--- config.mk ---
export PLATFORM = sky130hd
export DESIGN_NAME = fifo_page_replacement
export DESIGN_NICKNAME = d
export VERILOG_FILES = /design/src/rtl/fpr_pkg.sv /design/src/rtl/fifo_page_replacement.sv
export SDC_FILE = /design/constraint.sdc
export NUM_CORES = 2
export LEC_CHECK = 0
export ABC_AREA = 1
export BUFFER_PORTS_ARGS = -buffer_cell sky130_fd_sc_hd__buf_2
export CAP_MARGIN = 20
export CORE_MARGIN = 8
export CORE_UTILIZATION = 30
export DETAILED_ROUTE_END_ITERATION = 6
export GPL_ROUTABILITY_DRIVEN = 0
export HOLD_SLACK_MARGIN = 0.03
export PLACE_DENSITY = 0.54
export SYNTH_ARGS = -nofsm -noshare
export SYNTH_HDL_FRONTEND = slang
export SYNTH_SLANG_ARGS = --single-unit
--- constraint.sdc ---
create_clock -name aclk -period 7.3 [get_ports aclk]
set_input_delay 0.365 -clock aclk [delete_from_list [all_inputs] [get_ports aclk]]
set_output_delay 0.365 -clock aclk [all_outputs]
set_load 0.02 [all_outputs]
--- src/rtl/fpr_pkg.sv ---
// fpr_pkg: shared types and constants for the FIFO page replacement block.
// No dependencies; imported by fifo_page_replacement.
package fpr_pkg;

    localparam int ADDR_W     = 32;
    localparam int PSIZE_W    = 17;
    localparam int FCOUNT_W   = 7;
    localparam int CFG_IDX_W  = 2;
    localparam int CFG_DATA_W = 17;
    localparam int DCNT_W     = 5;

    localparam logic [CFG_IDX_W-1:0] REG_PSIZE       = 2'd0;
    localparam logic [CFG_IDX_W-1:0] REG_FRAME_COUNT = 2'd1;

    localparam logic [PSIZE_W-1:0]  PSIZE_RESET       = 17'd4096;
    localparam logic [FCOUNT_W-1:0] FRAME_COUNT_RESET = 7'd64;
    localparam logic [ADDR_W-1:0]   FAULT_MAX         = 32'hFFFF_FFFF;

    typedef enum logic [1:0] {
        ST_IDLE,
        ST_DIV,
        ST_SCAN,
        ST_DONE
    } state_t;

endpackage

--- src/rtl/fifo_page_replacement.sv ---
// fifo_page_replacement: FIFO page replacement over a stream of byte addresses.
// Depends on fpr_pkg (types, register indexes, reset values).

// One request in, one result out. Each address is divided by the page size in a
// radix-2 restoring divider (one quotient bit per cycle), then the resident
// frames are scanned through the one read port of the frame memory with a
// registered read, one entry per cycle from the oldest slot, until a hit or
// until as many entries as are resident have been read. Only one request is
// in work at a time, but the result sits in an output register, so the next
// request is taken while the previous result waits for m_ready. On a miss the
// fault count (saturating at all ones) is bumped, the oldest frame is dropped
// if the FIFO is full and the new page is written at the write slot. A
// page size of 0 acts as 1; a frame_count of 0 acts as 1 and values above
// MAX_FRAMES act as MAX_FRAMES. Any write to frame_count empties the FIFO
// but keeps the fault count. The user must write configuration only while
// idle; the block itself does not enforce this. Writes to unknown indexes are
// ignored. The frame memory needs no clearing: only slots written since the
// last FIFO reset are ever scanned.
module fifo_page_replacement
    import fpr_pkg::*;
#(
    parameter int MAX_FRAMES = 64
) (
    input  logic                  aclk,
    input  logic                  aresetn,
    // configuration write port
    input  logic                  cfg_wr_en,
    input  logic [CFG_IDX_W-1:0]  cfg_index,
    input  logic [CFG_DATA_W-1:0] cfg_wdata,
    // request channel
    input  logic                  s_valid,
    output logic                  s_ready,
    input  logic [ADDR_W-1:0]     s_address,
    // result channel
    output logic                  m_valid,
    input  logic                  m_ready,
    output logic [ADDR_W-1:0]     m_page_number,
    output logic                  m_fault,
    output logic [ADDR_W-1:0]     m_fault_total
);

    localparam int IDX_W = (MAX_FRAMES > 1) ? $clog2(MAX_FRAMES) : 1;
    localparam int CNT_W = $clog2(MAX_FRAMES + 1);
    localparam logic [DCNT_W-1:0] DIV_LAST = DCNT_W'(ADDR_W - 1);

    // ---------------- configuration ----------------
    logic [PSIZE_W-1:0]  psize_reg, psize_next;
    logic [FCOUNT_W-1:0] frame_count_reg, frame_count_next;

    // ---------------- control / datapath registers ----------------
    state_t              state_reg, state_next;
    logic [ADDR_W-1:0]   quo_reg, quo_next;       // dividend in, quotient out
    logic [PSIZE_W-1:0]  rem_reg, rem_next;
    logic [DCNT_W-1:0]   dcnt_reg, dcnt_next;
    logic [IDX_W-1:0]    slot_reg, slot_next;      // next slot to read
    logic [CNT_W-1:0]    issue_reg, issue_next;    // reads issued so far
    logic                cmp_vld_reg, cmp_vld_next;
    logic                hit_reg, hit_next;
    logic [IDX_W-1:0]    oldest_reg, oldest_next;
    logic [IDX_W-1:0]    wr_idx_reg, wr_idx_next;
    logic [CNT_W-1:0]    occ_reg, occ_next;
    logic [ADDR_W-1:0]   faults_reg, faults_next;

    logic                m_valid_reg, m_valid_next;
    logic [ADDR_W-1:0]   m_page_reg, m_page_next;
    logic                m_fault_reg, m_fault_next;
    logic [ADDR_W-1:0]   m_total_reg, m_total_next;

    // ---------------- frame memory ----------------
    logic [ADDR_W-1:0]   frame_mem [MAX_FRAMES];
    logic [ADDR_W-1:0]   rd_data_reg;

    // control strobes
    logic                accept;
    logic                rd_en;
    logic                done_fire;
    logic                wr_en;

    // derived values
    logic [31:0]         fc_ext;
    logic [31:0]         cap_ext;
    logic [CNT_W-1:0]    cap;
    logic [CNT_W-1:0]    scan_limit;
    logic [PSIZE_W-1:0]  divisor;
    logic [PSIZE_W:0]    trial;
    logic                trial_ge;
    logic                hit_now;
    logic                scan_end;

    function automatic logic [IDX_W-1:0] next_slot(input logic [IDX_W-1:0] slot,
                                                  input logic [CNT_W-1:0] limit);
        logic [CNT_W-1:0] n;
        n = CNT_W'(slot) + 1'b1;
        return (n >= limit) ? '0 : IDX_W'(n);
    endfunction

    // Effective frame count: 0 acts as 1, clip at MAX_FRAMES.
    assign fc_ext  = 32'(frame_count_reg);
    assign cap_ext = (frame_count_reg == '0) ? 32'd1 :
                     ((fc_ext > 32'(MAX_FRAMES)) ? 32'(MAX_FRAMES) : fc_ext);
    assign cap     = cap_ext[CNT_W-1:0];
    assign scan_limit = (occ_reg < cap) ? occ_reg : cap;

    assign divisor  = (psize_reg == '0) ? PSIZE_W'(1) : psize_reg;
    assign trial    = {rem_reg, quo_reg[ADDR_W-1]};
    assign trial_ge = (trial >= {1'b0, divisor});

    // Compare the entry read last cycle against the page under test.
    assign hit_now  = cmp_vld_reg && (rd_data_reg == quo_reg);
    assign scan_end = hit_now || (issue_reg >= scan_limit);

    // ---------------- next state ----------------
    always_comb begin
        state_next = state_reg;
        case (state_reg)
            ST_IDLE: begin
                if (s_valid) state_next = ST_DIV;
            end
            ST_DIV: begin
                if (dcnt_reg == DIV_LAST) state_next = ST_SCAN;
            end
            ST_SCAN: begin
                if (scan_end) state_next = ST_DONE;
            end
            ST_DONE: begin
                if (!m_valid_reg || m_ready) state_next = ST_IDLE;
            end
            default: state_next = ST_IDLE;
        endcase
    end

    // ---------------- control outputs ----------------
    always_comb begin
        s_ready   = 1'b0;
        rd_en     = 1'b0;
        done_fire = 1'b0;
        case (state_reg)
            ST_IDLE: s_ready = 1'b1;
            ST_SCAN: rd_en   = !scan_end;
            ST_DONE: done_fire = !m_valid_reg || m_ready;
            default: ;
        endcase
    end

    assign accept = s_valid && s_ready;
    assign wr_en  = done_fire && !hit_reg;

    // ---------------- datapath ----------------
    always_comb begin
        psize_next       = psize_reg;
        frame_count_next = frame_count_reg;
        quo_next         = quo_reg;
        rem_next         = rem_reg;
        dcnt_next        = dcnt_reg;
        slot_next        = slot_reg;
        issue_next       = issue_reg;
        cmp_vld_next     = cmp_vld_reg;
        hit_next         = hit_reg;
        oldest_next      = oldest_reg;
        wr_idx_next      = wr_idx_reg;
        occ_next         = occ_reg;
        faults_next      = faults_reg;
        m_valid_next     = m_valid_reg;
        m_page_next      = m_page_reg;
        m_fault_next     = m_fault_reg;
        m_total_next     = m_total_reg;

        if (m_ready) m_valid_next = 1'b0;

        if (accept) begin
            quo_next  = s_address;
            rem_next  = '0;
            dcnt_next = '0;
        end

        // restoring divide, one quotient bit per cycle
        if (state_reg == ST_DIV) begin
            rem_next  = trial_ge ? PSIZE_W'(trial - {1'b0, divisor}) : trial[PSIZE_W-1:0];
            quo_next  = {quo_reg[ADDR_W-2:0], trial_ge};
            dcnt_next = dcnt_reg + 1'b1;
            if (dcnt_reg == DIV_LAST) begin
                slot_next    = oldest_reg;
                issue_next   = '0;
                cmp_vld_next = 1'b0;
            end
        end

        if (state_reg == ST_SCAN) begin
            cmp_vld_next = rd_en;
            if (rd_en) begin
                slot_next  = next_slot(slot_reg, cap);
                issue_next = issue_reg + 1'b1;
            end
            hit_next = hit_now;
        end

        if (done_fire) begin
            m_valid_next = 1'b1;
            m_page_next  = quo_reg;
            m_fault_next = !hit_reg;
            m_total_next = faults_reg;
            if (!hit_reg) begin
                if (faults_reg != FAULT_MAX) begin
                    faults_next  = faults_reg + 1'b1;
                    m_total_next = faults_reg + 1'b1;
                end
                if (occ_reg >= cap) begin
                    oldest_next = next_slot(oldest_reg, cap);
                    occ_next    = cap;
                end else begin
                    occ_next    = occ_reg + 1'b1;
                end
                wr_idx_next = next_slot(wr_idx_reg, cap);
            end
        end

        if (cfg_wr_en) begin
            case (cfg_index)
                REG_PSIZE: psize_next = cfg_wdata[PSIZE_W-1:0];
                REG_FRAME_COUNT: begin
                    frame_count_next = cfg_wdata[FCOUNT_W-1:0];
                    oldest_next      = '0;
                    wr_idx_next      = '0;
                    occ_next         = '0;
                end
                default: ;
            endcase
        end
    end

    // ---------------- registers ----------------
    always_ff @(posedge aclk) begin
        if (!aresetn) begin
            state_reg       <= ST_IDLE;
            psize_reg       <= PSIZE_RESET;
            frame_count_reg <= FRAME_COUNT_RESET;
            oldest_reg      <= '0;
            wr_idx_reg      <= '0;
            occ_reg         <= '0;
            faults_reg      <= '0;
            m_valid_reg     <= 1'b0;
            cmp_vld_reg     <= 1'b0;
        end else begin
            state_reg       <= state_next;
            psize_reg       <= psize_next;
            frame_count_reg <= frame_count_next;
            oldest_reg      <= oldest_next;
            wr_idx_reg      <= wr_idx_next;
            occ_reg         <= occ_next;
            faults_reg      <= faults_next;
            m_valid_reg     <= m_valid_next;
            cmp_vld_reg     <= cmp_vld_next;
        end
    end

    always_ff @(posedge aclk) begin
        quo_reg     <= quo_next;
        rem_reg     <= rem_next;
        dcnt_reg    <= dcnt_next;
        slot_reg    <= slot_next;
        issue_reg   <= issue_next;
        hit_reg     <= hit_next;
        m_page_reg  <= m_page_next;
        m_fault_reg <= m_fault_next;
        m_total_reg <= m_total_next;
    end

    // Frame memory: one read port (scan), one write port (miss fill).
    // The scan finishes before the fill, so the two never hit one entry
    // in the same request.
    always_ff @(posedge aclk) begin
        if (rd_en) rd_data_reg <= frame_mem[slot_reg];
    end

    always_ff @(posedge aclk) begin
        if (wr_en) frame_mem[wr_idx_reg] <= quo_reg;
    end

    assign m_valid       = m_valid_reg;
    assign m_page_number = m_page_reg;
    assign m_fault       = m_fault_reg;
    assign m_fault_total = m_total_reg;

endmodule
==> tab_implementation.tex <==
\begin{tabular}{lr}
\hline
Metric & Value \\
\hline
\multicolumn{2}{l}{\textbf{Drt}} \\
DR pass1 iterations & 7 \\
Drt via density & just over 5 \\
Uppermost metal layer occupied by signal nets & met5 \\
Met2 Routed Length & approximately 130 mm \\
Routed met1 length & between 100 and 150 mm \\
Number of design-rule violations left by the first detailed-router iteration & approximately 7000 \\
Routed WL per cell & approximately 24 um \\
Detail Route met3 WL & 24.0 mm \\
Total wire length after detailed routing & slightly below 300 mm \\
Vias & approximately 62000 \\
Residual DRC & 0 \\
Detail Route Antenna Nets & 0 \\
\multicolumn{2}{l}{\textbf{Floorplan}} \\
I/O pin count & around 120 \\
Vertical extent of the die & around 580 um \\
Die area & $\sim$0.33 sq mm \\
Number of placement rows & approximately 210 \\
Initial Utilization & between 30\% and 40\% \\
Die span in x & 577 um \\
Area of the core & about 0.31 sq mm \\
\multicolumn{2}{l}{\textbf{Clock tree}} \\
Clock buffer depth & 3 \\
Post-CTS resize count & 0 \\
Clock tree from TritonCTS & built \\
Post-CTS Setup Inserts & 0 \\
Cts bufs inserted & roughly 230 \\
Worst skew pair latency & a little under 900 ps \\
Clock transition at the register clock pins on the worst setup and hold paths after CTS & 60 ps \\
CTS H-tree depth & 4 \\
Number of sinks on the clock net & 2292 \\
Cell chosen for the clock root & clkbuf\_16 \\
\multicolumn{2}{l}{\textbf{Cells and area}} \\
Largest register by flop count & frame\_mem \\
Final core area utilization & between 30\% and 40\% \\
Number of filler cells placed in the layout & a little over 30000 \\
Max reg flops & 2048 \\
Area used by sequential logic in the layout & 0.0679 sq mm \\
Share of post-route cells with drive strength above 1 & between 8 and 9\% \\
Most frequent standard cell in the layout excluding fill and tap cells & edfxtp\_1 \\
Area added between synthesis and finish & 14.4\% \\
Post-route cell area & around 0.11 sq mm \\
Non-filler instance count after layout & 12300 \\
Final-stage net count & a little over 8000 \\
Multi-input combinational cell area & approximately 0.024 sq mm \\
Commonest cells after routing, fill and taps aside & edfxtp\_1 (2200), nand2\_1 (1596), nor2\_1 (953) \\
\multicolumn{2}{l}{\textbf{Setup path}} \\
Data arrival time of the worst path & between 5000 and 6000 ps \\
Cell-by-cell listing of the critical path & nor2\_1 > nand4\_1 > o21ai\_0 > ha\_1 > o21ai\_0 > nand2\_1 > and2\_1 > inv\_1 > o21ai\_0 > ha\_1 > nand2\_1 > inv\_1 > o21ai\_0 > nand2\_1 > nor2\_1 > nand2\_1 > inv\_2 \\
Nature of the critical path endpoint & flip-flop \\
Maximum net fanout on the critical path & 43 \\
Cell with the largest stage delay on the worst path & inv\_2 \\
Type of origin of the critical path & flip-flop \\
Crit path required time & slightly below 8000 ps \\
Critical setup path kind & flip-flop to flip-flop \\
Critical Path Max Stage Delay & 840 ps \\
\multicolumn{2}{l}{\textbf{STA}} \\
Worst Clk Skew & between 50 and 60 ps \\
Final setup violating endpoints & 0 \\
Sum Neg Setup Slack & 0 ps \\
Hold violation total from the final report & 0 \\
FMAX & between 0.2 and 0.25 GHz \\
Count of pins over their slew limit & 0 \\
Final worst path period share & 64.6\% \\
Normalized max-slew margin & a little under a quarter \\
Worst hold slack & a little over 80 ps \\
Setup slack of the critical path after layout & $\sim$2600 ps \\
Unrepaired setup endpoints after global routing & false \\
Clock period minus worst slack & roughly 4700 ps \\
Transition time of the tightest slew-check pin & $\sim$1100 ps \\
\multicolumn{2}{l}{\textbf{Yosys}} \\
Sequential area share after synthesis & between 70\% and 80\% \\
Prevailing post-synth register cell & edfxtp\_1 \\
Number of cells produced by synthesis & between 7000 and 8000 \\
Post-synthesis sequential element count & 2292 \\
Net Count, Synth & around 7900 \\
Mapped cell area & approximately 0.094 sq mm \\
Count of flip-flops with a built-in enable after synthesis & 2200 \\
Number of distinct standard cells referenced by the synthesized netlist & 46 \\
Warning count from the yosys run & 0 \\
Mean cell area of the mapped netlist & $\sim$12 sq um \\
FFs w/ async S/R, synth & 0\% \\
\multicolumn{2}{l}{\textbf{Global routing}} \\
Antenna violations before repair & 9 \\
Pin count of the biggest net entering global routing & roughly 150 \\
Aggregate global routing overflow & 0 \\
Global-route wire length before repair & 419 mm \\
Number of global-route vias before repair & 60000 \\
Total global routing track utilization & between 10\% and 20\% \\
\multicolumn{2}{l}{\textbf{Power and ir drop}} \\
Leakage power & 37.3 nW \\
Switching fraction of total power & about 38\% \\
Share of total power in combinational logic & 32.3\% \\
Total power & between 40 and 50 mW \\
Power share of the sequential group & 40.4\% \\
Net switching power figure & 16.1 mW \\
Internal power & between 20 and 30 mW \\
Power density over the cells & between 300 and 400 mW/mm\^{}2 \\
IR drop worst, VDD & around 0.32 mV \\
Clk network pwr share & between 20\% and 30\% \\
\multicolumn{2}{l}{\textbf{Place}} \\
Estimated wirelength of the detail-placed design & 156 mm \\
Worst slack at placement & around 2500 ps \\
Cell area after placement & 0.0999 sq mm \\
Number of cells after detailed placement & around 12000 \\
Number of buffer cells added on primary ports & 122 \\
\multicolumn{2}{l}{\textbf{Hold path}} \\
Worst hold path type & input pin to flip-flop \\
\multicolumn{2}{l}{\textbf{Outcome}} \\
Outcome & finished, final reports clean \\
\multicolumn{2}{l}{\textbf{Run}} \\
Max-cap violation count & 0 \\
\hline
\end{tabular}
routing by layer:
layer / track usage [%] / vias up
met5: 0 / -
met4: 4.89 / 2
met3: 2.93 / 436
met2: 27.2 / 2551
met1: 23.4 / 31400
li1: - / 28000
synthesized netlist by cell type (all sizes together), types with 20 or more instances:
cell type,number,area (sq um)
nand2,1600,6010
nand3,230,1160
ha,64,801
nor3,20,100
mux2i,247,2470
o21ai,921,4610
o22ai,265,1660
xor2,38,333
buf,197,1360
dfxtp,92,1840
clkbuf,242,908
inv,230,863
a21oi,335,1680
edfxtp,2200,66100
nand4,28,175
nor2,1020,3840
critical path, delay by kind of cell (launching register included):
kind | cells | cell delay, ps
adders and majority gates | 2 | 550
AOI/OAI and AO/OA | 4 | 1230
buffers and inverters | 3 | 1040
DFF | 1 | 330
and+or+nand+nor | 8 | 1120
what timing repair did:
item                                   4_1_cts  5_1_grt
hold buffers                                56        0
endpoints found under the hold margin       58        0
setup endpoints to repair                    0        0
layout make-up:
class / instances / share of cell area [%]
Sequential cell: 2292 / 62.9
Clock buffer: 288 / 5.61
Antenna cell: 3 / 0.00696
Timing Repair Buffer: 343 / 2.47
Inverter: 235 / 0.842
Multi-Input combinational cell: 4826 / 22.1
Tap cell: 4160 / 4.82
Clock inverter: 149 / 1.25
cells by family after synthesis:
kind of cell             share of synthesized area, %
AND/OR/NAND/NOR                                  12.0
AO/OA/AOI/OAI                                    8.68
buffers and inverters                            3.34
multiplexers                                     2.62
flip-flops                                       72.0
XOR/XNOR                                        0.473
adder cells (fa/ha/maj)                         0.870
path summary, 6_finish.rpt:
kind | start | endpoint | slack, ps | depth (start not counted)
worst max-delay path | frame_count_reg[0]$_SDFFE_PN0P_ | rd_data_reg[2]$_DFFE_PN_ | 2580 | 17
worst min-delay path | s_address[20] | quo_reg[20]$_DFFE_PP_ | 80 | 3
worst max register to register | frame_count_reg[0]$_SDFFE_PN0P_ | rd_data_reg[2]$_DFFE_PN_ | 2580 | 17
worst min register to register | quo_reg[13]$_DFFE_PP_ | m_page_number[13]$_DFFE_PP_ | 480 | 0
power groups by stage:
| stage | Clock, mW | Sequential (mW) | Combinational [mW] |
|---|---|---|---|
| after floorplan | 0 | 17.8 | 7.68 |
| after global placement | 0 | 17.4 | 13.2 |
| after detailed placement | 0 | 17.4 | 13.4 |
| after CTS | 11.8 | 17.1 | 13.5 |
| after global routing | 12.3 | 17.1 | 14.8 |
| final | 11.6 | 17.1 | 13.7 |
(Power assumes the default switching activity.)
